File: src/sv/rbmj_div_cell.sv
// One cell of a restoring divider: settles one quotient bit per cycle while enabled.
// Stand-alone; widths are set by the instantiating module.
module rbmj_div_cell #(
   parameter int RW = 34,
   parameter int QW = 15
) (
   input  logic          clock,
   input  logic          enable,
   input  logic [RW-1:0] up_rem,
   input  logic [RW-1:0] up_den,
   input  logic [QW-1:0] up_quo,
   output logic [RW-1:0] dn_rem,
   output logic [RW-1:0] dn_den,
   output logic [QW-1:0] dn_quo
);

   logic          ge;
   logic [RW-1:0] diff;
   logic [RW-1:0] rem_in, rem_ff;
   logic [RW-1:0] den_ff;
   logic [QW-1:0] quo_in, quo_ff;

   // The partial remainder stays below twice the divisor, so one compare
   // decides the bit; the doubled remainder goes on to the next cell.
   always_comb begin
      ge     = (up_rem >= up_den);
      diff   = up_rem - up_den;
      rem_in = ge ? {diff[RW-2:0], 1'b0} : {up_rem[RW-2:0], 1'b0};
      quo_in = {up_quo[QW-2:0], ge};
   end

   always_ff @(posedge clock) begin
      if (enable) begin
         rem_ff <= rem_in;
         den_ff <= up_den;
         quo_ff <= quo_in;
      end
   end

   assign dn_rem = rem_ff;
   assign dn_den = den_ff;
   assign dn_quo = quo_ff;

endmodule

File: config.mk
export PLATFORM = sky130hd
export DESIGN_NAME = rbmj_div_cell
export DESIGN_NICKNAME = d
export VERILOG_FILES = /design/src/sv/rbmj_div_cell.sv
export SDC_FILE = /design/constraint.sdc
export NUM_CORES = 1
export LEC_CHECK = 0
export ABC_AREA = 1
export BUFFER_PORTS_ARGS = -buffer_cell sky130_fd_sc_hd__buf_2
export CAP_MARGIN = 0
export CORE_MARGIN = 2
export CORE_UTILIZATION = 25
export CTS_BUF_LIST = sky130_fd_sc_hd__clkbuf_4 sky130_fd_sc_hd__clkbuf_8
export DETAILED_ROUTE_END_ITERATION = 7
export HOLD_SLACK_MARGIN = 0.06
export SLEW_MARGIN = 20
export SYNTH_ARGS = -nofsm -noshare
export SYNTH_HDL_FRONTEND = slang
export SYNTH_SLANG_ARGS = --single-unit
File: constraint.sdc
create_clock -name clock -period 5.9 [get_ports clock]
set_clock_uncertainty 0.05 [all_clocks]
set_input_delay 0.59 -clock clock [delete_from_list [all_inputs] [get_ports clock]]
set_output_delay 0.59 -clock clock [all_outputs]
set_load 0.02 [all_outputs]
# Word level (Yosys, flattened, before mapping)
# Cells that the tools add are included.
dict set report word_totals {
  ramBits 0
  rom_bits 0
  in_bits 85
  latch_bits 0
  mem_count 0
  register_bits 83
  out_inout_bits 83
}
dict set report op_classes {
  n_reduce_logical 0
  multipliers 0
  add_sub_neg 1
  n_lt_le_gt_ge 1
  mux 1
  eq_ne 0
  n_shift 0
  bitwise_logic 0
  n_div 0
}
# op n
set ops {}
lappend ops {{>= comparator 34 bit} 1}
lappend ops {{2-to-1 mux 34 bit} 1}
lappend ops {{subtractor 33 bit} 1}

# Depth between registers and ports, before layout
# Gate-level depths: netlist of the first run.
dict set report depth {
  depth_word 2
  mapped_depth 15
}

# Worst setup path before layout of the first run
# OpenSTA, ideal clock, no wires.
dict set report synth_path {
  kind {input to register}
  startpoint {in up_rem[0]}
  endpoint {reg rem_ff[26] (netlist: dn_rem[26]) (data pin)}
  cell_stages 13
  slack_ns 3.629
  arrival_time_ns 1.969
  setup_ns 0.252
  t_required_ns 5.598
  path_cell_list {inv_1 -> ha_1 -> inv_1 -> fa_1 -> nand3_1 -> nand3_2 -> nand2_2 -> nand2_2 -> nand2_4 -> nand2_8 -> buf_8 -> nand3_2 -> nand2_1}
}
dict set report synth_between {
  elab_chain_len 2
}
# element line_no
set synth_lines {}
lappend synth_lines {{start: declaration} 9} ;# input logic [RW-1:0] up_rem,
lappend synth_lines {{subtractor 33 bit / >= comparator 34 bit (equally long branches)} {27, 26}}
lappend synth_lines {{2-to-1 mux 34 bit (*)} 28} ;# rem_in = ge ? {diff[RW-2:0], 1'b0} : {up_rem[RW-2:0], 1'b0};
lappend synth_lines {{via rem_in[26]} 19} ;# logic [RW-1:0] rem_in, rem_ff;
lappend synth_lines {{end signal: assignment} 34} ;# rem_ff <= rem_in;
lappend synth_lines {{end: declaration} 19}
# The timed path passes the listed nets; every way through them passes the cells marked *.
# A chain may end at the register's enable or synchronous reset.

# Final worst setup path of the first run
dict set report layout_path {
  startpoint {in up_rem[28]}
  endpoint {reg rem_ff[22] (netlist: dn_rem[22]) (data pin)}
}
dict set report layout_between {
  elab_chain_len 2
}
# element line_no
set layout_lines {}
lappend layout_lines {{>= comparator 34 bit} 26} ;# ge = (up_rem >= up_den);
lappend layout_lines {{2-to-1 mux 34 bit} 28}
lappend layout_lines {{via rem_in[22]} 19}
# The timed path passes the listed nets, and every way through them passes these cells.

==> run_results.csv, run 1 <==
group,metric,value,unit
synth,synth_simple_gate_area_share,33.5,%
sta,fmax,340,MHz
clocking,cts_repair_resize_count,0,
pwr,leakage,3.84,nW
status,outcome,"finished clean",
floorplan,die_y,156,µm
clocking,cts-htree-levels,3,
clocking,clock_path_buffers,2,
sta,post-route-period-util,49.9,%
clocking,path_clk_slew,0.09,ns
sta,setup_violations,0,
floorplan,rows,55,
global_routing,grt_pass1_wl,27.0,mm
layout,multi_input_area,0.00265,mm²
drt,firstDrtPassIters,4,
global_routing,grt_max_degree,61,
floorplan,dieWidth,156,µm
worst_setup_path,worstPathArrival,3.02,ns
global_routing,grt.total_usage,14.4,%
sta,tns,0,ns
clocking,cts_tree,"built",
synth,yosys.area_share.adder,7.68,%
layout,drive_gt1_share,22.8,%
placement,portBuffers,165,
worst_setup_path,worst_ep_required_time,5.97,ns
floorplan,start_util,25.6,%
pwr,cellPowerDensity,242,mW/mm²
synth,synth_cell_type_count,33,
sta,tightest_slew,0.776,ns
synth,synth_top_family_by_area,"simple AND/OR/NAND/NOR gates",
synth,synth-seq-area-share,42.4,%
sta,rsz0062_at_grt,"no",
floorplan,ioPinCount,168,
drt,antenna_left,0,
synth,synth-compound-area-share,2.31,%
drt,post_drt_wl_per_cell,13.9,µm
worst_setup_path,worstSetupPathType,"input pin to register",
clocking,cts_buffers,9,
drt,vias_per_cell,4.17,
drt,dr.first_iter.drc_count,248,
sta,final-max-slew-violation-count,0,
layout,nNetsFinal,1056,
synth,synthesis.area,0.00580,mm²
clocking,clkSinkCount,82,
pwr,vdd_ir_drop_max,0.111,mV
global_routing,grt_antenna_before_repair,1,
worst_setup_path,critPathCaptureType,"register",
worst_setup_path,cp_max_fo,35,
sta,hold_viol,0,
clocking,cts_setup_buffers,0,
synth,syn_nets,889,
sta,relSlewSlack,48.3,%
hold_path,hp-class,"input pin to register",
drt,drt_wl_total,17.0,mm
global_routing,grt-ovfl-total,0,
layout,fillCellCount,2487,
drt,drc,0,
hold_path,hold_start,"up_quo[10]",
floorplan,coreArea,0.0227,mm²
layout,seqCellArea,0.00246,mm²
floorplan,dieArea,0.0244,mm²
hold_path,worstHoldPathCells,1,
worst_setup_path,crit_path_max_incr_delay,0.46,ns
clocking,cts_root_buffer,"clkbuf_8",
synth,yosys-mux-area-fraction,0,%
synth,synth.avg_cell_area,7.55,µm²
synth,synthXorXnorAreaFrac,2.11,%
worst_setup_path,critPathLaunchType,"input pin",
worst_setup_path,cpMaxStageDelayCell,"nor2_4",
clocking,ctsHoldBuffers,0,
run,maxCapViolations,0,
layout,area_growth,23.0,%
synth,synth_cells,769,
sta,fin_crit,2.94,ns
placement,gp_congestion,0.862,
layout,utilization,31.4,%
hold_path,holdPathEnd,"dn_quo[11]",
worst_setup_path,path_cells,"buf_2 -> ha_1 -> nand2_2 -> inv_2 -> nand2_1 -> nand3_1 -> a21oi_1 -> nand2_2 -> nor2_4 -> buf_4 -> nand2_8 -> nand3_2 -> nand2_1",
synth,yosys_warnings,0,
global_routing,grt_pass1_vias,5030,
placement,hpwl,13.8,mm
drt,vias,5113,
synth,ys_ff_latch,82,
report_power, final:
part / internal, mW / switching (mW) / total, mW / leakage, nW
Clock: 0.248 / 0.218 / 0.466 / 0.112
Sequential: 0.716 / 0.0127 / 0.729 / 0.801
Combinational: 0.173 / 0.356 / 0.530 / 2.93
through the flow:
stage                     cells  worst slack, ns  hold WS [ns]  total power [mW]  area, µm²
after detailed placement   1210             2.55         0.718              1.28       6920
after global placement     1210             2.54         0.717              1.27       6920
final                      1227             2.96         0.334              1.72       7140
after floorplan             769             3.63         0.639              1.10       5800
after global routing       1226             2.72         0.306              1.85       7130
after CTS                  1226             2.96         0.305              1.76       7130
flip-flops by register name, summed over array words and instances, names as in the netlist:
| name | cells |
|---|---|
| dn_den | 34 |
| dn_rem | 33 |
| dn_quo | 15 |
worst max-delay path by stage:
stage / slack (ns) / to / from
after detailed placement: 2.55 / dn_rem[22] / up_den[28]
after global routing: 2.72 / dn_rem[1] / up_den[27]
after floorplan: 3.63 / dn_rem[26] / up_rem[0]
after global placement: 2.54 / dn_rem[22] / up_den[26]
final: 2.96 / dn_rem[22] / up_rem[28]
after CTS: 2.96 / dn_rem[22] / up_den[28]
layout by cell type, fill, tap and decap left out, drive strengths merged, types with 2 or more instances in the layout:
| master | synthesis | final |
|---|---|---|
| nor3 | 8 | 8 |
| nand3 | 71 | 71 |
| and2 | 7 | 7 |
| clkbuf | 1 | 11 |
| nand4 | 3 | 3 |
| a21o | 2 | 2 |
| or2 | 2 | 2 |
| edfxtp | 82 | 82 |
| ha | 34 | 34 |
| a21oi | 22 | 22 |
| bufinv | 0 | 2 |
| nand3b | 10 | 10 |
| xor2 | 13 | 13 |
| nor2 | 40 | 40 |
| buf | 10 | 167 |
| nand2 | 298 | 298 |
| inv | 161 | 162 |
| clkinv | 0 | 2 |
logic make-up after synthesis:
kind of cell / after synthesis
other: 1
AOI/OAI and AO/OA: 25
xor gates and xnor gates: 14
adders and majority gates: 35
buffers and inverters: 172
and+or+nand+nor: 440
DFF: 82
critical path, delay by kind of cell:
family,cells,cell delay (ns)
AO/OA/AOI/OAI,1,0.20
adder cells (fa/ha/maj),1,0.39
buffers and inverters,3,0.48
AND/OR/NAND/NOR,8,1.32
final cells by class:
class	instances	share of cell area, %
clock inverters	5	1.09
inverters	161	8.47
diodes	1	0.0351
multi-input cells	515	37.1
flip-flops and latches	82	34.5
repair buffers	167	11.8
clock buffers	11	1.95
well taps	285	5.00
cells in the mapped netlist:
master	instances	area share [%]
nor2_4	1	0.19
buf_8	1	0.26
xnor2_1	1	0.15
ha_1	34	7.3
nand2_1	290	19
nor3_2	2	0.34
inv_2	3	0.19
or2_2	2	0.22
fa_1	1	0.34
nand2_4	1	0.19
inv_1	158	10
nor3b_1	1	0.13
nor2_2	5	0.54
a21oi_2	1	0.15
nand3b_1	10	1.3
o21ai_0	1	0.086
a21oi_1	21	1.8
nor2_1	34	2.2
buf_6	2	0.39
buf_2	4	0.34
nand3_2	11	1.9
nand2_8	1	0.34
nand4_1	3	0.32
nor3_1	6	0.52
and2_1	7	0.75
xor2_1	13	2.0
a21o_1	2	0.26
clkbuf_2	1	0.086
buf_4	3	0.39
nand3_1	60	5.2
edfxtp_1	82	42
nand2_2	6	0.65
conb_1	1	0.065
routing by layer:
layer	track usage, %	vias to the layer above	share of wire, %
li1	-	2723	-
met1	20.3	2251	49
met2	22.0	125	44
met3	3.35	14	5.4
met4	4.15	0	1.8
met5	0	-	0
(Power assumes the default switching activity.)
==> run 2, diff against run 1 <==
Clock period 5.9 ns to 2.92 ns, I/O delays scaled along.
==> run 2 against run 1 <==
Count of clock-buffer cells in the layout fell by 1. Non-clock buffer count rose by 53. Final area rose by 6.7%. Utilization rose by 2.1 points. Global-route usage rose by 0.12 points. Final cell count rose by 4.4%. Sequential cell count did not move. Highest routed layer unchanged.
==> run_results.csv, run 2 (synthesized netlist as in run 1, its figures left out) <==
group,metric,value,unit
sta,whs,0.0798,ns
placement,hpwl,13.8,mm
worst_setup_path,cp_max_fo,35,
layout,largest_reg_flops,34,
floorplan,coreArea,0.0227,mm²
pwr,p_int,2.16,mW
floorplan,rows,55,
pwr,vdd_ir_drop_max,0.166,mV
worst_setup_path,path_delay_family,"simple AND/OR/NAND/NOR gates",
sta,fmax,367,MHz
sta,tns,0,ns
global_routing,grt_pass1_vias,5242,
global_routing,grt_pass1_wl,27.1,mm
clocking,cts_tree,"built",
drt,dr.first_iter.drc_count,319,
placement,place_area,0.00698,mm²
sta,relSlewSlack,46.8,%
worst_setup_path,path_cells,"dlygate4sd3_1 -> buf_2 -> inv_1 -> ha_1 -> nand2_1 -> nor2_1 -> nor3b_1 -> nand3_1 -> nand2_2 -> nor2_4 -> nand2_8 -> nand3_2 -> nand2_1",
status,outcome,"finished clean",
sta,fin_crit,2.73,ns
worst_setup_path,critPathLaunchType,"input pin",
sta,final-max-slew-violation-count,0,
clocking,cts-htree-levels,3,
floorplan,dieArea,0.0244,mm²
pwr,p_sw_share,35.8,%
drt,vias_per_cell,4.13,
drt,vias,5294,
worst_setup_path,crit_path_max_incr_delay,0.52,ns
global_routing,grt_max_degree,49,
clocking,cts_root_buffer,"clkbuf_8",
worst_setup_path,crit_top_cell,"nand2_1",
worst_setup_path,worstPathArrival,2.91,ns
layout,fin_area,0.00762,mm²
placement,gp_congestion,0.864,
worst_setup_path,critPathCaptureType,"register",
pwr,power_switching,1.21,mW
sta,rsz0062_at_grt,"no",
placement,portBuffers,165,
layout,final_cell_mix,"290 x nand2_1, 164 x buf_2, 158 x inv_1, 82 x edfxtp_1, 60 x nand3_1",
floorplan,dieWidth,156,µm
layout,final_common_cell,"nand2_1",
sta,setup_violations,0,
clocking,cts_buffers,9,
sta,tightest_slew,0.797,ns
hold_path,hp-class,"input pin to register",
layout,nNetsFinal,1110,
pwr,finalPower,3.37,mW
drt,drc,0,
floorplan,ioPinCount,168,
clocking,cts_repair_resize_count,0,
run,maxCapViolations,0,
global_routing,grt-ovfl-total,0,
layout,drive_gt1_share,22.3,%
pwr,seq_power_share,43.8,%
pwr,cellPowerDensity,442,mW/mm²
sta,hold_viol,0,
layout,fillCellCount,2489,
worst_setup_path,crit_buf_inv,3,
drt,firstDrtPassIters,5,
sta,setup_ws,0.195,ns
global_routing,grt.total_usage,14.5,%
drt,drt_wl_total,17.8,mm
floorplan,die_y,156,µm
pwr,leakage,4.04,nW
layout,area_growth,31.3,%
worst_setup_path,worstSetupPathType,"input pin to register",
global_routing,grt_antenna_before_repair,1,
clocking,path_clk_slew,0.08,ns
sta,post-route-period-util,93.3,%
clocking,clock_path_buffers,2,
pwr,combPwrFrac,33.8,%
drt,post_drt_wl_per_cell,13.9,µm
pwr,clkPwrFrac,22.4,%
worst_setup_path,cpMaxStageDelayCell,"dlygate4sd3_1",
worst_setup_path,worst_ep_required_time,3.11,ns
placement,preCtsSetupSlack,0.0520,ns
drt,antenna_left,0,
clocking,clkSinkCount,82,
floorplan,start_util,25.6,%
-- run 2: layout make-up --
cell class,count,area [µm²],share of cell area (%)
Multi-Input combinational cell,516,2660,34.9
Sequential cell,82,2460,32.3
Timing Repair Buffer,220,1370,18.0
Inverter,161,604,7.93
Tap cell,285,357,4.68
Clock buffer,10,131,1.72
Clock inverter,6,33.8,0.443
Antenna cell,1,2.50,0.0329
-- run 2: power groups by stage --
| stage | combinational [mW] | clock, mW | sequential, mW |
|---|---|---|---|
| floorplan | 0.550 | 0 | 1.67 |
| global placement | 1.08 | 0 | 1.51 |
| detailed placement | 1.09 | 0 | 1.50 |
| CTS | 1.14 | 0.805 | 1.48 |
| global route | 1.27 | 0.839 | 1.49 |
| finish | 1.14 | 0.753 | 1.48 |
-- run 2: routing by layer --
metal / GRT usage [%] / wire length (µm) / vias to the layer above / share of wire, %
met1: 20.0 / 8720 / 2330 / 49
met2: 23.0 / 7890 / 115 / 44
met5: 0 / 0 / - / 0
met3: 2.71 / 901 / 18 / 5.1
li1: - / - / 2831 / -
met4: 4.81 / 289 / 0 / 1.6
-- run 2: through the flow --
| stage | instances | util (%) |
|---|---|---|
| floorplan | 769 | - |
| global placement | 1216 | 30.7 |
| detailed placement | 1216 | 30.7 |
| CTS | 1278 | 33.5 |
| global route | 1280 | 33.5 |
| finish | 1281 | 33.5 |
-- run 2: what timing repair did --
action | in CTS | in global routing
hold buffers | 46 | 0
endpoints found under the hold margin | 46 | 0
setup buffers | 0 | 1
setup endpoints to repair | 0 | 34
-- run 2: final timing paths --
| kind | from | endpoint | slack (ns) | depth (start not counted) |
|---|---|---|---|---|
| min | up_den[10] | dn_den[10] | 0.08 | 1 |
| max | up_den[4] | dn_rem[22] | 0.19 | 13 |
