--- src/sv/rbmj_pkg.sv ---
// Shared types, widths and constants for the range and bearing measurement pipeline.
// Used by the square-root and CORDIC cells and the top module; depends on nothing else.
package rbmj_pkg;

   // Fixed-point constants: pi in Q3.13, and pi/2 in the CORDIC angle unit of 2^-28 rad.
   localparam logic signed [15:0] PI_Q13    = 16'sd25736;
   localparam logic signed [31:0] HALF_PI_Z = 32'sd421657428;

   // Pipeline step counts that follow from the fixed field widths.
   localparam int SQRT_STEPS = 34;   // one root bit per cell, 68-bit radicand
   localparam int UNIT_QW    = 15;   // quotient bits of dx/d and dy/d
   localparam int INV_QW     = 33;   // quotient bits of the inverse-distance terms

   // Datapath widths.
   localparam int SQ_REM_W  = 38;
   localparam int SQ_ROOT_W = 34;
   localparam int SQ_RAD_W  = 68;
   localparam int CX_W      = 36;    // CORDIC x and y
   localparam int CZ_W      = 32;    // CORDIC angle accumulator
   localparam int UNIT_RW   = 34;    // remainder and divisor of the unit terms
   localparam int INV_RW    = 67;    // remainder and divisor of the inverse terms

   typedef struct packed {
      logic signed [31:0] veh_x;
      logic signed [31:0] veh_y;
      logic signed [15:0] veh_heading;
      logic signed [31:0] lm_x;
      logic signed [31:0] lm_y;
   } req_type;

   typedef struct packed {
      logic        [32:0] range_out;
      logic signed [15:0] bearing_out;
      logic signed [15:0] jac_range_lx;
      logic signed [31:0] jac_bearing_lx;
      logic signed [15:0] jac_range_ly;
      logic signed [31:0] jac_bearing_ly;
      logic               degenerate;
   } rsp_type;

   // Per-item side information that travels alongside the arithmetic.
   typedef struct packed {
      logic signed [15:0] head;
      logic               degen;
      logic               neg_x;
      logic               neg_y;
      logic               pos_y;
   } flag_type;

   // Arctangent of 2^-i in units of 2^-28 rad.
   function automatic logic [31:0] atan_entry(input logic [4:0] idx);
      logic [31:0] val;
      case (idx)
         5'd0:  val = 32'd210828714;
         5'd1:  val = 32'd124459457;
         5'd2:  val = 32'd65760959;
         5'd3:  val = 32'd33381290;
         5'd4:  val = 32'd16755422;
         5'd5:  val = 32'd8385879;
         5'd6:  val = 32'd4193963;
         5'd7:  val = 32'd2097109;
         5'd8:  val = 32'd1048571;
         5'd9:  val = 32'd524287;
         5'd10: val = 32'd262144;
         5'd11: val = 32'd131072;
         5'd12: val = 32'd65536;
         5'd13: val = 32'd32768;
         5'd14: val = 32'd16384;
         5'd15: val = 32'd8192;
         5'd16: val = 32'd4096;
         5'd17: val = 32'd2048;
         5'd18: val = 32'd1024;
         5'd19: val = 32'd512;
         5'd20: val = 32'd256;
         5'd21: val = 32'd128;
         5'd22: val = 32'd64;
         5'd23: val = 32'd32;
         5'd24: val = 32'd16;
         5'd25: val = 32'd8;
         5'd26: val = 32'd4;
         5'd27: val = 32'd2;
         5'd28: val = 32'd1;
         default: val = 32'd0;
      endcase
      return val;
   endfunction

endpackage

--- src/sv/rbmj_sqrt_cell.sv ---
// One cell of the digit-by-digit square root: settles one root bit per cycle while enabled.
// Depends on rbmj_pkg for its widths.
module rbmj_sqrt_cell (
   input  logic                           clock,
   input  logic                           enable,
   input  logic [rbmj_pkg::SQ_REM_W-1:0]  up_rem,
   input  logic [rbmj_pkg::SQ_ROOT_W-1:0] up_root,
   input  logic [rbmj_pkg::SQ_RAD_W-1:0]  up_rad,
   output logic [rbmj_pkg::SQ_REM_W-1:0]  dn_rem,
   output logic [rbmj_pkg::SQ_ROOT_W-1:0] dn_root,
   output logic [rbmj_pkg::SQ_RAD_W-1:0]  dn_rad
);

   logic [rbmj_pkg::SQ_REM_W-1:0]  cur;
   logic [rbmj_pkg::SQ_REM_W-1:0]  trial;
   logic                           ge;
   logic [rbmj_pkg::SQ_REM_W-1:0]  rem_in,  rem_ff;
   logic [rbmj_pkg::SQ_ROOT_W-1:0] root_in, root_ff;
   logic [rbmj_pkg::SQ_RAD_W-1:0]  rad_in,  rad_ff;

   // Bring down the next two radicand bits and try the root bit as one.
   always_comb begin
      cur     = {up_rem[rbmj_pkg::SQ_REM_W-3:0], up_rad[rbmj_pkg::SQ_RAD_W-1 -: 2]};
      trial   = {2'b00, up_root, 2'b01};
      ge      = (cur >= trial);
      rem_in  = ge ? (cur - trial) : cur;
      root_in = {up_root[rbmj_pkg::SQ_ROOT_W-2:0], ge};
      rad_in  = {up_rad[rbmj_pkg::SQ_RAD_W-3:0], 2'b00};
   end

   always_ff @(posedge clock) begin
      if (enable) begin
         rem_ff  <= rem_in;
         root_ff <= root_in;
         rad_ff  <= rad_in;
      end
   end

   assign dn_rem  = rem_ff;
   assign dn_root = root_ff;
   assign dn_rad  = rad_ff;

endmodule

--- config.mk ---
export PLATFORM = sky130hd
export DESIGN_NAME = rbmj_sqrt_cell
export DESIGN_NICKNAME = d
export VERILOG_FILES = /design/src/sv/rbmj_pkg.sv /design/src/sv/rbmj_sqrt_cell.sv
export SDC_FILE = /design/constraint.sdc
export NUM_CORES = 1
export LEC_CHECK = 0
export CAP_MARGIN = 20
export CORE_UTILIZATION = 28
export DETAILED_ROUTE_END_ITERATION = 6
export DONT_BUFFER_PORTS = 1
export PLACE_DENSITY_LB_ADDON = 0.25
export RECOVER_POWER = 50
export SETUP_SLACK_MARGIN = 0.4
export SLEW_MARGIN = 10
export SYNTH_ARGS = -nofsm -noshare
export SYNTH_HDL_FRONTEND = slang
export SYNTH_SLANG_ARGS = --single-unit
--- constraint.sdc ---
create_clock -name clock -period 8.6 [get_ports clock]
set_clock_uncertainty 0.15 [all_clocks]
set_input_delay 1.29 -clock clock [delete_from_list [all_inputs] [get_ports clock]]
set_output_delay 1.29 -clock clock [all_outputs]
set_load 0.02 [all_outputs]
* Yosys cells after proc, flatten, opt, wreduce, memory -nomap -nowiden
Cells that the tools add are included.
** Word-level totals
- Word-level logic and storage cells :: 6
- Register bits after elaboration :: 138
** Cells by class
- Order comparisons :: 1
- Add/subtract/negate cells :: 1
- Mux-type cells :: 1
** Operator list (number)
- $ge 38x36->1 :: 1
- $mux 38 :: 1
- $sub 38x36->38 :: 1

* Logic depth before layout (Yosys ltp)
Gate-level depths: netlist (run 1).
- Depth in word-level cells :: 2
- Mapped depth :: 15
- Depth with buffers taken out :: 11

* Least setup slack after synthesis (run 1)
OpenSTA, ideal clock, no wires.
- Kind :: input to register
- From :: input up_root[11] in the netlist's numbering
- To :: register rem_ff, in the netlist dn_rem[28], data pin
- Cell stages on the path :: 15
- Required time :: 8192 ps
- Arrival time :: 3382 ps
- Setup slack :: 4810 ps
- Cells stage by stage :: inv_1 -> ha_1 -> buf_2 -> and3_1 -> buf_2 -> and4_4 -> nand3_1 -> o21ai_1 -> or3_1 -> o21ai_4 -> inv_2 -> buf_6 -> buf_6 -> nor2_1 -> a21oi_1
** On the way
- Cells in the longest elaborated chain, start to end :: 2
- Elaborated cells on any way between the ends :: 3
- Those cells by class :: add/sub (1); order compare (1); mux (1)
** RTL lines
- start: declaration :: line rbmj_sqrt_cell.sv:7 : input logic [rbmj_pkg::SQ_ROOT_W-1:0] up_root,
- $sub 38x36->38 / $ge 38x36->1 (equally long branches) :: line rbmj_sqrt_cell.sv:26, rbmj_sqrt_cell.sv:25
- $mux 38 (*) :: line rbmj_sqrt_cell.sv:26 : rem_in = ge ? (cur - trial) : cur;
- net rem_in, one bit :: line rbmj_sqrt_cell.sv:17 : logic [rbmj_pkg::SQ_REM_W-1:0] rem_in, rem_ff;
- end signal: assignment :: line rbmj_sqrt_cell.sv:33 : rem_ff <= rem_in;
- end: declaration :: line rbmj_sqrt_cell.sv:17
The timed path passes the listed nets; every way through them passes the cells marked *.
A chain may end at the register's enable or synchronous reset.

* Worst setup path in the final report (run 1)
- From :: input up_root[13] in the netlist's numbering
- To :: register rem_ff, in the netlist dn_rem[34], data pin
The elaborated chain is that of the path after synthesis.

==> metrics, run 1 <==
status finished clean; CP top delay family compound AO/OA/AOI/OAI gates; Final Setup Violations 0; unique cell type count in the Yosys netlist 59; Switching Share 0.3025; DR WL/cell 20.57 microns; Setup crit end kind flop; Initial Util 0.2881; vias in the first global route 4473; worst hold path class in2reg; Top Layer Used met4; n_diodes 0; vias per std cell 4.914; Yosys reg bits 138; nets 740; endpoints failing hold 0; die area 25000 sq um; clk buf depth 2; HPWL Detailed 13850 microns; CP peak stage delay 0.80 ns; CP arrival 4.70 ns; DRC viols 0; total grt overflow 0; clock power share 0.388; total chip power 1.899 mW; I/O pin cnt 282; CTS tree yes; most common cell in the netlist edfxtp_1; Synth top area share 0.6073; postcts setup bufs 0; initial antenna violation count 0; fillers 2433; post-synthesis cell area 6824 sq um; Die Y 158.1 microns; DRT Wirelength 18390 microns; Post-CTS Resized 0; Rows 56; synth top area cells edfxtp_1 (61%), ha_1 (6.6%), a21oi_1 (3.4%); routed vias 4393; MaxCap Viol Count 0; post-synth top area cell edfxtp_1; slowest CP cell o21ai_4; Post-Synthesis Cells 564; Placer Congestion 0.7404; DRT met1 WL 7265 microns; routed wl met2 9489 microns; share of cells above drive strength 1 0.07478; critical path buffer and inverter count 2; Sw Pwr 0.5745 mW; RSZ-0062 raised after global routing false; Primary FF master, synth edfxtp_1; Post-synth EDFFs 138; Synth async-reset ratio 0; I/O Buffers 0; critical path fanouts, max 38; Syn-to-layout area delta 12.58%; gr usage total 0.1413; H-Tree Depth 4; Final min period 4.685 ns; internal power 1.325 mW; period utilization 0.5448; worst path cell trace inv_1, ha_1, a221o_1, a31oi_1, o21ai_1, o31ai_4, a21oi_4, o21ai_4, inv_2, mux2i_1, nor2_1; Max rail drop VDD 0.1100 mV; clk root buf clkbuf_16; Core Region 23680 sq um; CTS sink cnt 138; fin area 7682 sq um; dpl cell area 7102 sq um; Pwr Density 247.2 nW/um^2; fin. max-slew vios 0; clock-pin slew on the worst setup and hold paths 0.08 ns; Num CTS Buffers 17; warnings from Yosys 0; pin count of the biggest net entering global routing 139; Hold Buf Count CTS 0; part of the power in combinational logic 0.112; FMAX 213.4 MHz; Commonest cells post-synth edfxtp_1 (138), a21oi_1 (47), nor2_1 (44); sequential cell area fraction in the yosys report 0.6073; Mean Syn Cell Area 12.10 sq um; crit path kind in2reg; worst-margin pin slew 0.9954 ns; Routed Antenna Nets 0; chip width 158.1 microns; WP data required 8.61 ns; Worst setup SP type input pin; first-pass GRT wire length 25730 microns; Leak Pwr 2.926 nW; setup TNS 0 ns; max_slew headroom 0.3192; Starting DRT DRC Count 357; Seq pwr share 0.500; drt pass-1 iters 5; DR WL met3 1330 microns
[placed cells by master (no fill, tap or decap), drive strengths merged, types with 2 or more instances in the layout]
| cell type | count |
|---|---|
| nor2b | 3 |
| nand4 | 8 |
| xor2 | 19 |
| nor3 | 13 |
| nor4 | 2 |
| ha | 36 |
| inv | 50 |
| a31o | 2 |
| and3 | 5 |
| o21a | 5 |
| nand2 | 43 |
| o21bai | 3 |
| edfxtp | 138 |
| o21ai | 29 |
| and4 | 2 |
| conb | 2 |
| o31ai | 7 |
| clkinvlp | 4 |
| a21o | 23 |
| clkbuf | 17 |
| nand3 | 7 |
| clkinv | 3 |
| nor2 | 44 |
| nand2b | 4 |
| mux2i | 3 |
| a21oi | 49 |
| or3 | 2 |
| a211oi | 2 |
| xnor2 | 12 |
| a221oi | 2 |
| o211ai | 7 |
| a31oi | 7 |
| and2 | 6 |
[path summary, 6_finish.rpt]
kind / depth (start not counted) / startpoint / end
max: 11 / up_root[13] / dn_rem[34]$_DFFE_PP_
min: 0 / up_root[29] / dn_root[30]$_DFFE_PP_
[state kept, by name, summed over array words and instances (netlist names)]
name,count
dn_rad,66
dn_rem,38
dn_root,34
[power groups by stage]
stage | logic (mW) | clock network (mW) | registers (mW)
final | 0.213 | 0.737 | 0.950
after global routing | 0.239 | 0.780 | 0.959
after CTS | 0.213 | 0.759 | 0.952
after detailed placement | 0.212 | 0 | 0.966
after global placement | 0.210 | 0 | 0.967
after floorplan | 0.169 | 0 | 0.951
[kinds of logic (layout without fill, tap and decap cells)]
logic type | after synthesis | after routing | synth area share
adder cells (fa/ha/maj) | 36 | 36 | 0.06601
flip-flops | 138 | 138 | 0.6073
buffers and inverters | 65 | 75 | 0.04199
multiplexers | 3 | 3 | 0.004401
AO/OA/AOI/OAI | 148 | 148 | 0.1428
other | 1 | 2 | 0.0005495
AND/OR/NAND/NOR | 142 | 142 | 0.09718
XOR/XNOR | 31 | 31 | 0.03979
[metrics by stage]
| stage | utilization | std cells | setup WS (ns) | hold WS, ns |
|---|---|---|---|---|
| floorplan | - | 565 | 4.810 | 1.239 |
| global route | 0.3244 | 894 | 3.529 | 0.7898 |
| CTS | 0.3244 | 894 | 3.863 | 0.7845 |
| detailed placement | 0.2999 | 862 | 3.401 | 1.239 |
| global placement | 0.2999 | 862 | 3.472 | 1.239 |
| finish | 0.3244 | 894 | 3.915 | 0.8063 |
[layout make-up]
class	count	area, sq um	area share
clock buffer	17	425.4	0.05537
clock inverter	15	155.1	0.02020
inverter	43	161.4	0.02101
multi-input combinational	362	2397	0.3121
sequential	138	4144	0.5394
tap	319	399.1	0.05195
[per-layer routing]
metal	vias up	track usage
met1	2075	0.1492
met2	226	0.2613
met3	18	0.04325
met4	0	0.05220
met5	-	0
li1	2074	-
(Power assumes the default switching activity.)
==> inputs of run 2 (changes only) <==
Clock period 8.6 ns to 4.6 ns, I/O delays scaled along.
==> metrics, run 2 (synthesis results as in run 1) <==
gr usage total 0.1426; I/O pin cnt 282; Worst setup SP type input pin; I/O Buffers 0; Leak Pwr 2.967 nW; Setup crit end kind flop; n_diodes 0; WP data required 4.61 ns; H-Tree Depth 4; Final Setup Violations 0; clk root buf clkbuf_16; Starting DRT DRC Count 299; Pwr Density 457.4 nW/um^2; worst-margin pin slew 0.5630 ns; DR WL/cell 20.26 microns; Sw Pwr 1.054 mW; MaxCap Viol Count 0; worst path cell trace inv_1, ha_1, nand4_1, nor3_1, nand4_1, o21ai_1, a311o_1, o21ai_4, inv_2, buf_4, a21oi_1; CTS sink cnt 138; area of the multi-input gates 2397 sq um; Placer Congestion 0.7478; Hold Buf Count CTS 0; CP peak stage delay 0.52 ns; max_slew headroom 0.6221; part of the power in combinational logic 0.114; endpoints failing hold 0; Syn-to-layout area delta 13.18%; Initial Util 0.2881; FF/Latch Area 4144 sq um; first-pass GRT wire length 25830 microns; clock-pin slew on the worst setup and hold paths 0.07 ns; Seq pwr share 0.502; fillers 2440; CP top delay family simple AND/OR/NAND/NOR gates; HPWL Detailed 13930 microns; initial antenna violation count 0; commonest non-fill, non-tap cell in the layout edfxtp_1; critical path fanouts, max 22; Core Region 23680 sq um; final core occ 0.3261; clock power share 0.384; worst hold path class in2reg; nets 744; hold slack 0.2112 ns; Routed Antenna Nets 0; setup TNS 0 ns; Max rail drop VDD 0.1941 mV; most frequent cells in the layout edfxtp_1 (138), a21oi_1 (47), nor2_1 (44); fin. max-slew vios 0; max reg flops 66; Cell Count Post-Placement 865; vias per std cell 4.902; crit path kind in2reg; DRT Wirelength 18200 microns; Num CTS Buffers 17; Die Y 158.1 microns; chip width 158.1 microns; total grt overflow 0; critical path buffer and inverter count 3; share of cells above drive strength 1 0.07945; internal power 2.479 mW; RSZ-0062 raised after global routing false; Switching Share 0.2983; slowest CP cell nor3_1; Final Non-Filler Cells 898; pin count of the biggest net entering global routing 139; Post-CTS Resized 0; Final min period 3.421 ns; clk buf depth 2; period utilization 0.7437; DRC viols 0; status finished clean; drt pass-1 iters 5; vias in the first global route 4464; CP dominant cell by count nand4_1; FMAX 292.3 MHz; total chip power 3.533 mW; postcts setup bufs 0; Rows 56; die area 25000 sq um; routed vias 4402; CP arrival 3.43 ns; CTS tree yes
## run 2: final timing paths
check / cells past startpoint / start / end / slack [ns]
setup / recovery: 11 / up_root[21] / dn_rem[19]$_DFFE_PP_ / 1.18
hold / removal: 0 / up_rad[19] / dn_rad[21]$_DFFE_PP_ / 0.21
## run 2: layout make-up
type	count	share of cell area
timing repair buffer	4	0.004536
inverter	43	0.02090
clock inverter	15	0.02090
clock buffer	17	0.05508
multi-input combinational	362	0.3104
sequential	138	0.5365
tap	319	0.05168
## run 2: power groups by stage
| stage | clock network (mW) | registers [mW] | logic, mW |
|---|---|---|---|
| 6_report | 1.36 | 1.78 | 0.401 |
| 5_1_grt | 1.46 | 1.79 | 0.450 |
| 4_1_cts | 1.41 | 1.78 | 0.403 |
| 3_5_place_dp | 0 | 1.81 | 0.400 |
| 3_3_place_gp | 0 | 1.81 | 0.396 |
| 2_1_floorplan | 0 | 1.78 | 0.317 |
## run 2: layer usage
layer,GRT usage,share of wire,vias to the layer above
li1,-,-,2079
met1,0.1486,0.38,2109
met2,0.2665,0.53,203
met3,0.04517,0.075,11
met4,0.04945,0.011,0
met5,0,0,-
## run 2: per-stage QoR
stage | worst slack [ns] | area (sq um)
after floorplan | 1.410 | 6828
after global placement | 0.4203 | 7124
after detailed placement | 0.3887 | 7124
after CTS | 0.8283 | 7711
after global routing | 0.8590 | 7724
final | 1.179 | 7724
==> inputs of run 3 (changes only) <==
Clock period 4.6 ns to 2.8 ns, I/O delays scaled along.
==> metrics, run 3 (synthesis results as in run 1) <==
Leak Pwr 4.126 nW; Final Setup Violations 0; met2 usage 0.3152; worst hold path class in2reg; I/O Buffers 0; vias per std cell 4.728; max reg flops 66; MaxCap Viol Count 0; Routed Antenna Nets 0; CP top delay family simple AND/OR/NAND/NOR gates; fillers 2235; vias in the first global route 5479; chip width 158.1 microns; slowest CP cell ha_4; total chip power 6.395 mW; Pwr Density 610.0 nW/um^2; H-Tree Depth 4; Worst setup SP type input pin; Num CTS Buffers 17; n_diodes 0; Die Y 158.1 microns; pin count of the biggest net entering global routing 139; CP arrival 2.52 ns; RSZ-0062 raised after global routing true; die area 25000 sq um; GR Layer Usage met1 0.1887; Placer Congestion 0.8415; met3 Usage GRT 0.04900; routed vias 5276; Max rail drop VDD 0.4124 mV; CTS sink cnt 138; FMAX 400.4 MHz; final worst slack 0.3024 ns; most frequent cells in the layout edfxtp_1 (138), buf_4 (110), dlygate4sd3_1 (99); fin. max-slew vios 0; DRC viols 0; DP Worst Slack -0.3078 ns; nets 962; commonest non-fill, non-tap cell in the layout edfxtp_1; Setup crit end kind flop; area of the multi-input gates 3131 sq um; violations in the final reports hold timing; Initial Util 0.2881; clk buf depth 2; period utilization 0.8920; critical path buffer and inverter count 4; WP data required 2.82 ns; first-pass GRT wire length 31320 microns; Starting DRT DRC Count 259; endpoints failing hold 6; hold slack -0.04039 ns; Syn-to-layout area delta 53.63%; FF/Latch Area 4144 sq um; clk root buf clkbuf_16; drt pass-1 iters 4; CP peak stage delay 0.26 ns; DR WL/cell 19.88 microns; clock-pin slew on the worst setup and hold paths 0.06 ns; Rows 56; setup TNS 0 ns; Hold Buf Count CTS 99; DRT Wirelength 22180 microns; status finished, violations left; Levels on crit path 13; Final min period 2.498 ns; total grt overflow 0; HPWL Detailed 15700 microns; Worst setup endpoint dn_rem[33]$_DFFE_PP_; critical path fanouts, max 4; initial antenna violation count 1; worst path cell trace inv_8, ha_4, nand4_1, nor3_4, nand4_1, o21ai_2, a311o_1, o21ai_4, buf_6, buf_8, buf_6, nand2_2, o31ai_4; crit path kind in2reg; gr usage total 0.1711; share of cells above drive strength 1 0.3438; GRT busiest layer met2; worst setup path startpoint up_root[21]; CTS tree yes; I/O pin cnt 282; Core Region 23680 sq um
-- run 3: cell types whose count changed in the layout (fill, tap and decap cells not counted), sizes merged --
cell          delta
clkinv           -2
inv              +1
dlymetal6s2s     -1
clkbuf           +2
dlygate4sd3     +99
buf            +119
-- run 3: how the worst min path moves through the flow --
stage / depth (start not counted) / slack, ns / to / start
6_report: 0 / -0.04 / dn_rad[61]$_DFFE_PP_ / enable
3_5_place_dp: 0 / 0.37 / dn_rad[27]$_DFFE_PP_ / up_rad[25]
3_3_place_gp: 0 / 0.37 / dn_rad[64]$_DFFE_PP_ / up_rad[62]
2_1_floorplan: 0 / 0.37 / dn_rad[10]$_DFFE_PP_ / up_rad[8]
5_1_grt: 0 / -0.06 / dn_rad[61]$_DFFE_PP_ / enable
4_1_cts: 0 / -0.05 / dn_rad[61]$_DFFE_PP_ / enable
-- run 3: power breakdown --
group,switching (mW),total (mW),internal [mW]
Clock,0.997,2.26,1.26
Sequential,0.363,2.92,2.56
Combinational,0.575,1.22,0.641
-- run 3: cell type report --
type / instances / area share
multi-input combinational: 362 / 0.2986
timing repair buffer: 222 / 0.1929
inverter: 43 / 0.01945
tap: 319 / 0.03807
clock buffer: 18 / 0.04094
sequential: 138 / 0.3953
clock inverter: 14 / 0.01480
-- run 3: repair_timing --
action / CTS / global route
pin swaps: 38 / 28
gates resized for setup: 75 / 74
endpoints found under the hold margin: 237 / 117
setup buffers: 12 / 4
cloned: 1 / 1
endpoints found under the setup margin: 38 / 39
-- run 3: metal layers --
metal  up-vias  part of all wire
li1       2526                 -
met1      2538              0.39
met2       198              0.53
met3        14             0.066
met4         0             0.010
met5         -                 0
-- run 3: metrics by stage --
| step | hold WS (ns) | util | instances | area (sq um) |
|---|---|---|---|---|
| 5_1_grt | -0.06000 | 0.4427 | 1116 | 10480 |
| 3_3_place_gp | 0.3689 | 0.3414 | 967 | 8085 |
| 3_5_place_dp | 0.3689 | 0.3414 | 967 | 8085 |
| 4_1_cts | -0.04843 | 0.4293 | 1111 | 10170 |
| 6_report | -0.04039 | 0.4427 | 1116 | 10480 |
| 2_1_floorplan | 0.3689 | - | 565 | 7049 |
