`src/sv/rbmj_pkg.sv`:
```
// Shared types, widths and constants for the range and bearing measurement pipeline.
// Used by the square-root and CORDIC cells and the top module; depends on nothing else.
package rbmj_pkg;

   // Fixed-point constants: pi in Q3.13, and pi/2 in the CORDIC angle unit of 2^-28 rad.
   localparam logic signed [15:0] PI_Q13    = 16'sd25736;
   localparam logic signed [31:0] HALF_PI_Z = 32'sd421657428;

   // Pipeline step counts that follow from the fixed field widths.
   localparam int SQRT_STEPS = 34;   // one root bit per cell, 68-bit radicand
   localparam int UNIT_QW    = 15;   // quotient bits of dx/d and dy/d
   localparam int INV_QW     = 33;   // quotient bits of the inverse-distance terms

   // Datapath widths.
   localparam int SQ_REM_W  = 38;
   localparam int SQ_ROOT_W = 34;
   localparam int SQ_RAD_W  = 68;
   localparam int CX_W      = 36;    // CORDIC x and y
   localparam int CZ_W      = 32;    // CORDIC angle accumulator
   localparam int UNIT_RW   = 34;    // remainder and divisor of the unit terms
   localparam int INV_RW    = 67;    // remainder and divisor of the inverse terms

   typedef struct packed {
      logic signed [31:0] veh_x;
      logic signed [31:0] veh_y;
      logic signed [15:0] veh_heading;
      logic signed [31:0] lm_x;
      logic signed [31:0] lm_y;
   } req_type;

   typedef struct packed {
      logic        [32:0] range_out;
      logic signed [15:0] bearing_out;
      logic signed [15:0] jac_range_lx;
      logic signed [31:0] jac_bearing_lx;
      logic signed [15:0] jac_range_ly;
      logic signed [31:0] jac_bearing_ly;
      logic               degenerate;
   } rsp_type;

   // Per-item side information that travels alongside the arithmetic.
   typedef struct packed {
      logic signed [15:0] head;
      logic               degen;
      logic               neg_x;
      logic               neg_y;
      logic               pos_y;
   } flag_type;

   // Arctangent of 2^-i in units of 2^-28 rad.
   function automatic logic [31:0] atan_entry(input logic [4:0] idx);
      logic [31:0] val;
      case (idx)
         5'd0:  val = 32'd210828714;
         5'd1:  val = 32'd124459457;
         5'd2:  val = 32'd65760959;
         5'd3:  val = 32'd33381290;
         5'd4:  val = 32'd16755422;
         5'd5:  val = 32'd8385879;
         5'd6:  val = 32'd4193963;
         5'd7:  val = 32'd2097109;
         5'd8:  val = 32'd1048571;
         5'd9:  val = 32'd524287;
         5'd10: val = 32'd262144;
         5'd11: val = 32'd131072;
         5'd12: val = 32'd65536;
         5'd13: val = 32'd32768;
         5'd14: val = 32'd16384;
         5'd15: val = 32'd8192;
         5'd16: val = 32'd4096;
         5'd17: val = 32'd2048;
         5'd18: val = 32'd1024;
         5'd19: val = 32'd512;
         5'd20: val = 32'd256;
         5'd21: val = 32'd128;
         5'd22: val = 32'd64;
         5'd23: val = 32'd32;
         5'd24: val = 32'd16;
         5'd25: val = 32'd8;
         5'd26: val = 32'd4;
         5'd27: val = 32'd2;
         5'd28: val = 32'd1;
         default: val = 32'd0;
      endcase
      return val;
   endfunction

endpackage

```
`src/sv/rbmj_cordic_cell.sv`:
```
// One vectoring CORDIC micro-rotation, registered.
// Depends on rbmj_pkg for widths and the arctangent table.
module rbmj_cordic_cell #(
   parameter int IDX = 0
) (
   input  logic                             clock,
   input  logic                             enable,
   input  logic signed [rbmj_pkg::CX_W-1:0] up_x,
   input  logic signed [rbmj_pkg::CX_W-1:0] up_y,
   input  logic signed [rbmj_pkg::CZ_W-1:0] up_z,
   output logic signed [rbmj_pkg::CX_W-1:0] dn_x,
   output logic signed [rbmj_pkg::CX_W-1:0] dn_y,
   output logic signed [rbmj_pkg::CZ_W-1:0] dn_z
);

   logic signed [rbmj_pkg::CX_W-1:0] xs, ys;
   logic signed [rbmj_pkg::CZ_W-1:0] ang;
   logic signed [rbmj_pkg::CX_W-1:0] x_in, x_ff, y_in, y_ff;
   logic signed [rbmj_pkg::CZ_W-1:0] z_in, z_ff;

   always_comb begin
      xs  = up_x >>> IDX;
      ys  = up_y >>> IDX;
      ang = $signed(rbmj_pkg::atan_entry(5'(IDX)));
      if (!up_y[rbmj_pkg::CX_W-1]) begin
         x_in = up_x + ys;
         y_in = up_y - xs;
         z_in = up_z + ang;
      end else begin
         x_in = up_x - ys;
         y_in = up_y + xs;
         z_in = up_z - ang;
      end
   end

   always_ff @(posedge clock) begin
      if (enable) begin
         x_ff <= x_in;
         y_ff <= y_in;
         z_ff <= z_in;
      end
   end

   assign dn_x = x_ff;
   assign dn_y = y_ff;
   assign dn_z = z_ff;

endmodule

```
`config.mk`:
```
export PLATFORM = sky130hd
export DESIGN_NAME = rbmj_cordic_cell
export DESIGN_NICKNAME = d
export VERILOG_FILES = /design/src/sv/rbmj_pkg.sv /design/src/sv/rbmj_cordic_cell.sv
export SDC_FILE = /design/constraint.sdc
export NUM_CORES = 1
export LEC_CHECK = 0
export ABC_AREA = 1
export BUFFER_PORTS_ARGS = -buffer_cell sky130_fd_sc_hd__buf_2
export CAP_MARGIN = 40
export CORE_UTILIZATION = 61
export CTS_CLUSTER_DIAMETER = 150
export CTS_CLUSTER_SIZE = 16
export DETAILED_ROUTE_END_ITERATION = 16
export PLACE_DENSITY = 0.83
export SLEW_MARGIN = 20
export SYNTH_ARGS = -nofsm -noshare
export SYNTH_HDL_FRONTEND = slang
export SYNTH_SLANG_ARGS = --single-unit
```
`constraint.sdc`:
```
create_clock -name clock -period 6.5 [get_ports clock]
set_input_delay 1.3 -clock clock [delete_from_list [all_inputs] [get_ports clock]]
set_output_delay 1.3 -clock clock [all_outputs]
set_load 0.05 [all_outputs]
```
### Word-level counts from Yosys, hierarchy flattened

Index checks and enable logic that the tools add are counted.

* shifts and indexed selects: 0
* reduce and logical (&&, ||, !) cells: 0
* $add $sub $neg: 5
* multiplexer cells: 3
* multiply operators: 0
* equal/unequal tests: 0
* div/mod/pow operators: 0
* bitwise operators: 0
* order comparisons: 0

Operators with widths (number)
* $mux 36: 2
* $sub 36x36->36: 2
* $add 36x36->36: 1
* $add 32x29->32 const B: 1
* $mux 32: 1
* $sub 32x29->32 const B: 1

* memories kept: 0
* output and inout bits: 104
* register bits: 104
* word-level logic and storage cells: 11
* bits in read-only memories: 0
* memory bits (writable): 0
* bits of input ports: 106
* latch bits: 0

### Logic depth before layout (Yosys ltp)

Gate-level depths: netlist (run 1).

* depth in word-level cells: 2
* mapped depth: 18

### Worst setup path after synthesis (run 1)

OpenSTA, ideal clock, no wires.

* path kind: input to register
* start: in up_y[35] in the netlist's numbering
* end: reg z_ff, in the netlist dn_z[30], data pin
* setup time: 0.258 ns
* slack: 3.016 ns
* data arrival time: 3.226 ns
* stages on the path: 12
* buffers on the path: 3
* cells stage by stage: inv_1 clkbuf_1 buf_2 ha_1 buf_2 a21oi_1 o21ai_1 a21oi_1 nand2_1 nand3_1 nand2_1 xor2_1

* longest elaborated chain between the ends: 1

RTL lines
* start: declaration: RTL line rbmj_cordic_cell.sv:9 `input logic signed [rbmj_pkg::CX_W-1:0] up_y,`
* $mux 32: RTL line rbmj_cordic_cell.sv:25 `if (!up_y[rbmj_pkg::CX_W-1]) begin`
* via z_in, one bit: RTL line rbmj_cordic_cell.sv:19 `logic signed [rbmj_pkg::CZ_W-1:0] z_in, z_ff;`
* end signal: assignment: RTL line rbmj_cordic_cell.sv:40 `z_ff <= z_in;`
* end: declaration: RTL line rbmj_cordic_cell.sv:19

The timed path passes the listed nets, and every way through them passes these cells.
A chain may end at the register's enable or synchronous reset.

### Worst setup path in the final report (run 1)

* start: in up_y[35] in the netlist's numbering
* end: reg z_ff, in the netlist dn_z[24], data pin

Same word-level chain as after synthesis.

==> results_dict.tcl, run 1 <==
set metrics [dict create \
    crit_path_start_kind "primary input" \
    placed_cells 2468 \
    hold_path_end "dn_z[0]$_DFFE_PP_" \
    finalHoldViolCount 0 \
    grt_use_total_pct 39.8 \
    holdCritStartpoint "up_z[0]" \
    finalMaxSlewViolations 0 \
    netlist_area_mm2 0.0132 \
    wl_met3_um 4770 \
    antenna_cells 0 \
    synth_top_family_by_area "simple AND/OR/NAND/NOR gates" \
    period_share_pct 59.1 \
    end_kind "flip-flop" \
    synth_top_cells_by_count "600 x nand2_1, 287 x inv_1, 168 x nand3_1, 156 x nor2_1, 152 x a21oi_1" \
    async_flop_share_pct 0 \
    yosys.area_share.simple_pct 34.5 \
    wire_per_inst_um 17.7 \
    fp.dieW_um 149 \
    synth_compound_area_share_pct 12.7 \
    ioPinCount 210 \
    gr-total-overflow 0 \
    path_class "in -> reg" \
    cts_made_buffers 9 \
    worst_path_most_repeated_cell "nand2_1" \
    synth-xor-area-share_pct 3.84 \
    wl_met1_um 17800 \
    ys_seq_elements 103 \
    synth_edf_count 103 \
    worstSetupStartpoint "up_y[35]" \
    grt_start_max_net_pins 61 \
    drt-pass1-iter-count 6 \
    synth_most_common_cell "nand2_1" \
    synth_area_leaders "edfxtp_1 23%, nand2_1 17%, ha_1 13%, inv_1 8.2%, nand3_1 6.4%" \
    postCtsSetupRepairBufs 0 \
    synth_cells 2029 \
    fillCellCount 1930 \
    worst-path-buf-inv 4 \
    drc 0 \
    pre_cts_slack_ns 2.42 \
    area_growth_pct 10.7 \
    dieArea_mm2 0.0222 \
    grt_pass1_wl_um 68400 \
    num_vias 14400 \
    io_buffers 209 \
    p_leak_nw 7.67 \
    wirelength_um 44000 \
    synth_area_leader_cell "edfxtp_1" \
    final_design_area_no_fill_mm2 0.0146 \
    slowest_stage "buf_4" \
    fin_setup_tns_ns 0 \
    setup_viol 0 \
    whs_ns 1.10 \
    crit_family "buffers and inverters" \
    grt_pass1_vias 13600 \
    status "finished clean" \
    root_buffer "clkbuf_16" \
    cts_hold_buf 0 \
    fin_cells 2484 \
    hp-class "in -> reg" \
    rsz0062_at_grt "no" \
    clkTransAtPathRegs_ns 0.09 \
    synth_fa_ha_area_share_pct 13.3 \
    wl_met2_um 19500 \
    fin_util_pct 69.2 \
    fmax_mhz 260 \
    initial_core_util_pct 62.5 \
    maxCapViolations 0 \
    placed_area_mm2 0.0143 \
    cts_tree "done" \
    highest_layer "met4" \
    cts_sinks 103 \
    timing.critical_path.arrival_ns 3.97 \
    antenna_found_initial 0 \
    fin_nets 2448 \
    tightest_slew_ns 0.810 \
    relSlewSlack_pct 46.0 \
    fin_ws_ns 2.66 \
    gp_congestion 1.02 \
    slowest_delay_ns 0.71 \
    crit_required_ns 6.63 \
    synth_cell_types 47 \
    vias_per_cell 5.79 \
    synth_top_area_share_pct 23.5 \
    p_total_mw 3.05 \
    cts_max_path_buffers 2 \
    powerDensity_mw_per_mm2 209 \
    row_count 53 \
    hpwlAfterDp_um 36200 \
    whs_path_depth 1 \
    ant_nets 0 \
    drtIter0Drc 1554 \
    yosysWarnings 0 \
    crit_path_max_fanout 60 \
    yosysSeqAreaShare_pct 23.5 \
    muxShareOfSynthArea_pct 0 \
    ir_drop_mv 0.166 \
    die_h_um 149 \
    synthFlopType "edfxtp_1" \
    fp.coreArea_mm2 0.0211 \
    drive_gt1_share_pct 16.7 \
    syn-num-nets 2273 \
    htreeDepth 3 \
    avgSynthCellArea_um2 6.50 \
    fin_crit_ns 3.84 \
    cts_resized 0 \
    worstPathCellList "buf_2 -> inv_2 -> buf_4 -> ha_1 -> a21oi_1 -> nand2_1 -> inv_1 -> nand2_1 -> a21oi_1 -> nand2_1 -> xor2_1" \
]
==> worst max path at each step <==
stage	to	slack, ns	cells past startpoint
global route	dn_z[30]$_DFFE_PP_	2.59	11
finish	dn_z[24]$_DFFE_PP_	2.66	11
CTS	dn_z[30]$_DFFE_PP_	2.81	11
global placement	dn_z[30]$_DFFE_PP_	2.50	11
detailed placement	dn_z[30]$_DFFE_PP_	2.42	11
floorplan	dn_z[30]$_DFFE_PP_	3.02	12
==> report_power, final <==
part           leakage [nW]  switching, mW  internal, mW  total (mW)
logic                  6.52           1.13         0.397        1.53
clock network         0.147          0.319         0.309       0.628
registers              1.01         0.0294         0.863       0.892
total                  7.67           1.48          1.57        3.05
==> final cells by class <==
cell class	instances	area [um^2]	area share, %
inverters	334	1250	8.59
clock inverters	7	90.1	0.617
well taps	275	344	2.36
repair buffers	213	1090	7.48
multi-input cells	1543	8500	58.2
clock buffers	9	225	1.54
flip-flops and latches	103	3090	21.2
==> metal layers <==
metal	up-vias	track usage (%)
met3	141	5.87
met2	909	64.2
met4	0	18.8
li1	6828	-
met1	6494	52.2
met5	-	0
==> sequential cells by signal, summed over array words and instances, names as in the netlist <==
signal	count
dn_z	32
dn_x	36
dn_y	35
==> cells by family after synthesis <==
kind of cell,after synthesis
flip-flops,103
AO/OA/AOI/OAI,303
XOR/XNOR,57
buffers and inverters,383
AND/OR/NAND/NOR,1045
adder cells (fa/ha/maj),138
==> cells in the final DEF (no fill, tap or decap), types with 6 or more instances in the layout <==
| cell | n |
|---|---|
| nand2_1 | 600 |
| nor2_1 | 156 |
| nand2_2 | 26 |
| o21ai_1 | 33 |
| xor2_1 | 51 |
| nand2_4 | 7 |
| nor2_4 | 12 |
| edfxtp_1 | 103 |
| nand4_1 | 14 |
| o21ai_2 | 6 |
| a21oi_1 | 152 |
| o21ai_0 | 63 |
| buf_2 | 208 |
| clkbuf_16 | 9 |
| ha_1 | 134 |
| nand3_1 | 168 |
| nor2_2 | 26 |
| o21bai_1 | 20 |
| inv_2 | 45 |
| nor3_1 | 14 |
| inv_1 | 286 |
(Power assumes the default switching activity.)
==> inputs of run 2 (changes only) <==
--- a/config.mk
+++ b/config.mk
@@ -5,14 +5,14 @@
 export SDC_FILE = /design/constraint.sdc
 export NUM_CORES = 1
 export LEC_CHECK = 0
-export ABC_AREA = 1
+export ABC_AREA = 0
 export BUFFER_PORTS_ARGS = -buffer_cell sky130_fd_sc_hd__buf_2
 export CAP_MARGIN = 40
-export CORE_UTILIZATION = 61
+export CORE_UTILIZATION = 58
 export CTS_CLUSTER_DIAMETER = 150
 export CTS_CLUSTER_SIZE = 16
 export DETAILED_ROUTE_END_ITERATION = 16
-export PLACE_DENSITY = 0.83
+export PLACE_DENSITY = 0.81
 export SLEW_MARGIN = 20
 export SYNTH_ARGS = -nofsm -noshare
 export SYNTH_HDL_FRONTEND = slang
==> constraint.sdc (replaced) <==
create_clock -name clock -period 3.84 [get_ports clock]
set_input_delay 0.768 -clock clock [delete_from_list [all_inputs] [get_ports clock]]
set_output_delay 0.768 -clock clock [all_outputs]
set_load 0.05 [all_outputs]
==> run 2 against run 1 <==
Final cell count decreased by 28%. Sequential cell count did not move. First-iteration DRC count decreased by 39%. Sequential power is 74% higher. Clock power grew 50%. Setup slack lost 2.3 ns. Sequential share of layout area up 2.4 points. Cell area fell by 10%. Largest cell class unchanged. Highest routed layer unchanged.
==> results_dict.tcl, run 2 <==
set metrics [dict create \
    worstPathCellList "buf_2 -> inv_1 -> ha_1 -> nor4_1 -> buf_4 -> nand4_1 -> a211oi_1 -> buf_4 -> nor4_2 -> o31ai_1 -> a21o_1 -> nor2_1 -> a21oi_1 -> xnor2_1" \
    worst_path_most_repeated_cell "buf_4" \
    vias_per_cell 6.17 \
    p_total_mw 4.99 \
    fin_nets 1795 \
    wire_per_inst_um 19.2 \
    drive_gt1_share_pct 22.2 \
    ant_nets 0 \
    postCtsSetupRepairBufs 0 \
    ys_seq_elements 103 \
    synth_top_area_share_pct 28.2 \
    hp-class "in -> reg" \
    path_class "in -> reg" \
    dieArea_mm2 0.0195 \
    setup_viol 0 \
    fin_setup_tns_ns 0 \
    netlist_area_mm2 0.0110 \
    row_count 49 \
    synth_edf_count 103 \
    avgSynthCellArea_um2 8.52 \
    io_buffers 209 \
    root_buffer "clkbuf_16" \
    grt_use_total_pct 35.0 \
    ir_drop_mv 0.233 \
    timing.critical_path.arrival_ns 3.59 \
    syn-num-nets 1532 \
    finalMaxSlewViolations 0 \
    synthFlopType "edfxtp_1" \
    p_leak_nw 6.01 \
    powerDensity_mw_per_mm2 380 \
    cts_tree "done" \
    relSlewSlack_pct 64.8 \
    die_h_um 140 \
    largest_reg_flops 36 \
    final_design_area_no_fill_mm2 0.0131 \
    slowest_delay_ns 0.47 \
    cts_sinks 103 \
    drc 0 \
    crit_path_start_kind "primary input" \
    drtIter0Drc 954 \
    pre_cts_slack_ns 0.0165 \
    holdCritStartpoint "up_z[0]" \
    fp.dieW_um 140 \
    grt_start_max_net_pins 66 \
    end_kind "flip-flop" \
    gr-total-overflow 0 \
    endpoint "dn_x[24]$_DFFE_PP_" \
    synth_cells 1288 \
    grt_pass1_wl_um 53900 \
    finalHoldViolCount 0 \
    clkTransAtPathRegs_ns 0.08 \
    fin_util_pct 71.8 \
    maxCapViolations 0 \
    worstSetupStartpoint "up_x[14]" \
    cts_hold_buf 0 \
    drt-pass1-iter-count 5 \
    synth_top_cells_by_count "172 x a21oi_1, 134 x ha_1, 112 x inv_1, 103 x edfxtp_1, 94 x nor2_1" \
    most-common-layout-cells "207 x buf_2, 172 x a21oi_1, 134 x ha_1" \
    grt_pass1_vias 10500 \
    hpwlAfterDp_um 27600 \
    htreeDepth 3 \
    placed_area_mm2 0.0128 \
    yosysSeqAreaShare_pct 28.2 \
    period_share_pct 90.7 \
    ioPinCount 210 \
    fin_crit_ns 3.48 \
    tightest_slew_ns 0.527 \
    fillCellCount 1452 \
    antenna_found_initial 1 \
    slowest_stage "o31ai_1" \
    cts_made_buffers 9 \
    area_growth_pct 19.7 \
    final_common_cell "buf_2" \
    cts_resized 0 \
    synth_cell_types 75 \
    crit_path_max_fanout 3 \
    cts_max_path_buffers 2 \
    status "finished clean" \
    fp.coreArea_mm2 0.0183 \
    synth_most_common_cell "a21oi_1" \
    initial_core_util_pct 60.0 \
    num_vias 11000 \
    synth_area_leader_cell "edfxtp_1" \
    wirelength_um 34300 \
    async_flop_share_pct 0 \
    gp_congestion 0.999 \
    crit_required_ns 3.95 \
    fmax_mhz 287 \
    fin_ws_ns 0.355 \
    rsz0062_at_grt "no" \
    synth_area_leaders "edfxtp_1 28%, ha_1 15%, a21oi_1 7.8%, xnor2_1 6.3%, inv_1 3.8%" \
    yosysWarnings 0 \
]
-- run 2: changes by cell type after synthesis, moves of 26 or more --
cell      delta
inv_1      -175
xnor2_1     +74
nor2_1      -62
clkbuf_1    +31
nor2_2      -26
a21o_1      +29
nand3_1    -146
xor2_1      -37
inv_2       -40
nand2_1    -537
mux2i_1     +28
o21ai_1     -26
nand2_2     -26
-- run 2: worst max-delay path, delay by kind of cell --
family,cells,cell delay (ns)
buf+inv,4,0.48
simple gates,4,0.67
compound gates,4,1.25
xor+xnor,1,0.12
fa+ha+maj,1,0.30
-- run 2: through the flow --
stage / hold WS, ns / cells
after detailed placement: 0.946 / 1769
final: 0.568 / 1786
after CTS: 0.563 / 1785
after global routing: 0.569 / 1785
after global placement: 0.944 / 1769
after floorplan: 0.867 / 1288
-- run 2: logic make-up (layout without fill, tap and decap cells) --
kind of cell | count (synthesis) | after routing | synth area share (%)
other cells | 0 | 1 | 0
xor+xnor | 93 | 93 | 7.43
compound gates | 455 | 455 | 26.6
fa+ha+maj | 138 | 138 | 16.0
flops | 103 | 103 | 28.2
buf+inv | 174 | 442 | 6.13
simple gates | 297 | 297 | 13.1
mux | 28 | 28 | 2.56
-- run 2: how the worst min path moves through the flow --
stage / endpoint / slack (ns) / cells past startpoint
after floorplan: dn_z[0]$_DFFE_PP_ / 0.87 / 0
after global placement: dn_z[0]$_DFFE_PP_ / 0.94 / 1
after detailed placement: dn_z[0]$_DFFE_PP_ / 0.95 / 1
after CTS: dn_z[0]$_DFFE_PP_ / 0.56 / 1
after global routing: dn_z[0]$_DFFE_PP_ / 0.57 / 1
final: dn_z[0]$_DFFE_PP_ / 0.57 / 1
-- run 2: power breakdown --
group          internal, mW  switching [mW]  leakage [nW]
clock network         0.456           0.487         0.143
registers              1.49          0.0534          1.01
logic                 0.797            1.70          4.86
-- run 2: cell type report --
type                            instances  area (um^2)  area share (%)
Multi-Input combinational cell       1011         7200            54.9
Clock buffer                            9          225            1.72
Sequential cell                       103         3090            23.6
Inverter                              118          443            3.37
Tap cell                              229          287            2.18
Clock inverter                          7         66.3           0.505
Timing Repair Buffer                  308         1810            13.8
Antenna cell                            1         2.50          0.0191
-- run 2: per-layer routing --
metal	vias to the layer above	global-route usage [%]	wire, um
li1	5207	-	-
met1	5127	46.4	14400
met2	611	57.7	15800
met3	71	5.20	3140
met4	0	13.3	932
met5	-	0	0
==> inputs of run 3 (changes only) <==
--- a/config.mk
+++ b/config.mk
@@ -8,11 +8,12 @@
 export ABC_AREA = 0
 export BUFFER_PORTS_ARGS = -buffer_cell sky130_fd_sc_hd__buf_2
 export CAP_MARGIN = 40
-export CORE_UTILIZATION = 58
+export CORE_UTILIZATION = 55
 export CTS_CLUSTER_DIAMETER = 150
 export CTS_CLUSTER_SIZE = 16
 export DETAILED_ROUTE_END_ITERATION = 16
-export PLACE_DENSITY = 0.81
+export HOLD_SLACK_MARGIN = 0.15
+export PLACE_DENSITY = 0.77
 export SLEW_MARGIN = 20
 export SYNTH_ARGS = -nofsm -noshare
 export SYNTH_HDL_FRONTEND = slang
==> run 3 against run 2 <==
Clock-buffer cell count unchanged. Worst hold slack improved by 0.0038 ns. Utilization decreased by 4.0 points. First-iteration DRC count decreased by 1.7%. Combinational power about the same. Die area increased by 5.4%. Sequential power about the same. Non-clock buffer count increased by 8. Critical endpoint is now dn_y[28]$_DFFE_PP_.
==> results_dict.tcl, run 3 (synthesis results as in run 2) <==
set metrics [dict create \
    status "finished clean" \
    fp.coreArea_mm2 0.0195 \
    drc 0 \
    most-common-layout-cells "207 x buf_2, 172 x a21oi_1, 134 x ha_1" \
    finalMaxSlewViolations 0 \
    powerDensity_mw_per_mm2 378 \
    wire_per_inst_um 18.7 \
    tightest_slew_ns 0.836 \
    hp-class "in -> reg" \
    end_kind "flip-flop" \
    gr-total-overflow 0 \
    ir_drop_mv 0.265 \
    fin_setup_tns_ns 0 \
    antenna_found_initial 2 \
    dieArea_mm2 0.0205 \
    initial_core_util_pct 56.2 \
    grt_pass1_vias 10300 \
    row_count 51 \
    crit_family "simple AND/OR/NAND/NOR gates" \
    whs_ns 0.572 \
    largest_reg_flops 36 \
    cts_sinks 103 \
    worst-path-buf-inv 4 \
    cp.depth 14 \
    period_share_pct 93.2 \
    io_buffers 209 \
    wirelength_um 34300 \
    root_buffer "clkbuf_16" \
    fin_crit_ns 3.58 \
    finalHoldViolCount 0 \
    final_common_cell "buf_2" \
    crit_required_ns 3.96 \
    grt_pass1_wl_um 53300 \
    slowest_delay_ns 0.64 \
    cts_hold_buf 0 \
    maxCapViolations 0 \
    fin_nets 1803 \
    setup_viol 0 \
    worstPathCellList "buf_2 -> inv_1 -> ha_1 -> nor2b_1 -> nor4_1 -> a211oi_1 -> buf_4 -> nor4_2 -> o31ai_1 -> buf_4 -> nor4b_1 -> o31ai_1 -> mux2i_1 -> xnor2_1" \
    final_design_area_no_fill_mm2 0.0132 \
    hpwlAfterDp_um 27600 \
    ioPinCount 210 \
    rsz0062_at_grt "no" \
    drtIter0Drc 938 \
    grt_start_max_net_pins 77 \
    cts_resized 0 \
    cts_max_path_buffers 2 \
    timing.critical_path.arrival_ns 3.70 \
    placed_area_mm2 0.0129 \
    ant_nets 0 \
    grt_use_total_pct 33.5 \
    gp_congestion 1.04 \
    clkTransAtPathRegs_ns 0.09 \
    fmax_mhz 279 \
    fp.dieW_um 143 \
    htreeDepth 3 \
    postCtsSetupRepairBufs 0 \
    area_growth_pct 20.7 \
    relSlewSlack_pct 43.8 \
    drive_gt1_share_pct 22.7 \
    vias_per_cell 5.97 \
    crit_path_start_kind "primary input" \
    crit_path_max_fanout 5 \
    die_h_um 143 \
    slowest_stage "nor4_1" \
    cts_tree "done" \
    path_class "in -> reg" \
    whs_path_depth 1 \
    p_leak_nw 6.06 \
    cts_made_buffers 9 \
    num_vias 10900 \
    drt-pass1-iter-count 6 \
]
[run 3: changes by cell type in the layout (fill, tap and decap cells not counted)]
cell,previous run,this run
buf_12,1,2
inv_8,1,2
buf_4,100,107
clkinv_1,3,2
clkinv_8,1,0
clkinv_4,2,1
clkinv_2,0,1
inv_6,2,3
[run 3: stage by stage]
stage	total power, mW	util (%)	instances	setup slack [ns]
4_1_cts	4.98	67.7	1828	0.336
2_1_floorplan	3.29	-	1288	0.00815
5_1_grt	5.22	67.8	1829	0.112
6_report	5.01	67.8	1830	0.260
3_5_place_dp	4.03	66.2	1812	0.0184
3_3_place_gp	4.03	66.2	1812	0.0169
[run 3: area by class of cell]
| type | count | area, um^2 |
|---|---|---|
| Multi-Input combinational cell | 1011 | 7200 |
| Clock buffer | 9 | 225 |
| Fill cell | 1684 | 6290 |
| Tap cell | 265 | 332 |
| Antenna cell | 1 | 2.50 |
| Timing Repair Buffer | 316 | 1880 |
| Inverter | 118 | 443 |
| Sequential cell | 103 | 3090 |
| Clock inverter | 7 | 62.6 |
[run 3: layer usage]
layer  track usage (%)  vias up  share of wire [%]
met2              54.4      577                 45
li1                  -     5219                  -
met4              12.9        4                3.3
met3              5.00       98                7.9
met1              44.7     5035                 44
met5                 0        -              0.073
[run 3: power by group]
part / internal [mW] / leakage, nW / switching [mW] / total [mW]
Combinational: 0.807 / 4.90 / 1.69 / 2.50
Clock: 0.458 / 0.145 / 0.494 / 0.952
Sequential: 1.49 / 1.01 / 0.0564 / 1.55
[run 3: final timing paths]
path	from	endpoint	slack, ns
worst max-delay path	up_x[7]	dn_y[28]$_DFFE_PP_	0.26
worst min-delay path	up_z[0]	dn_z[0]$_DFFE_PP_	0.57
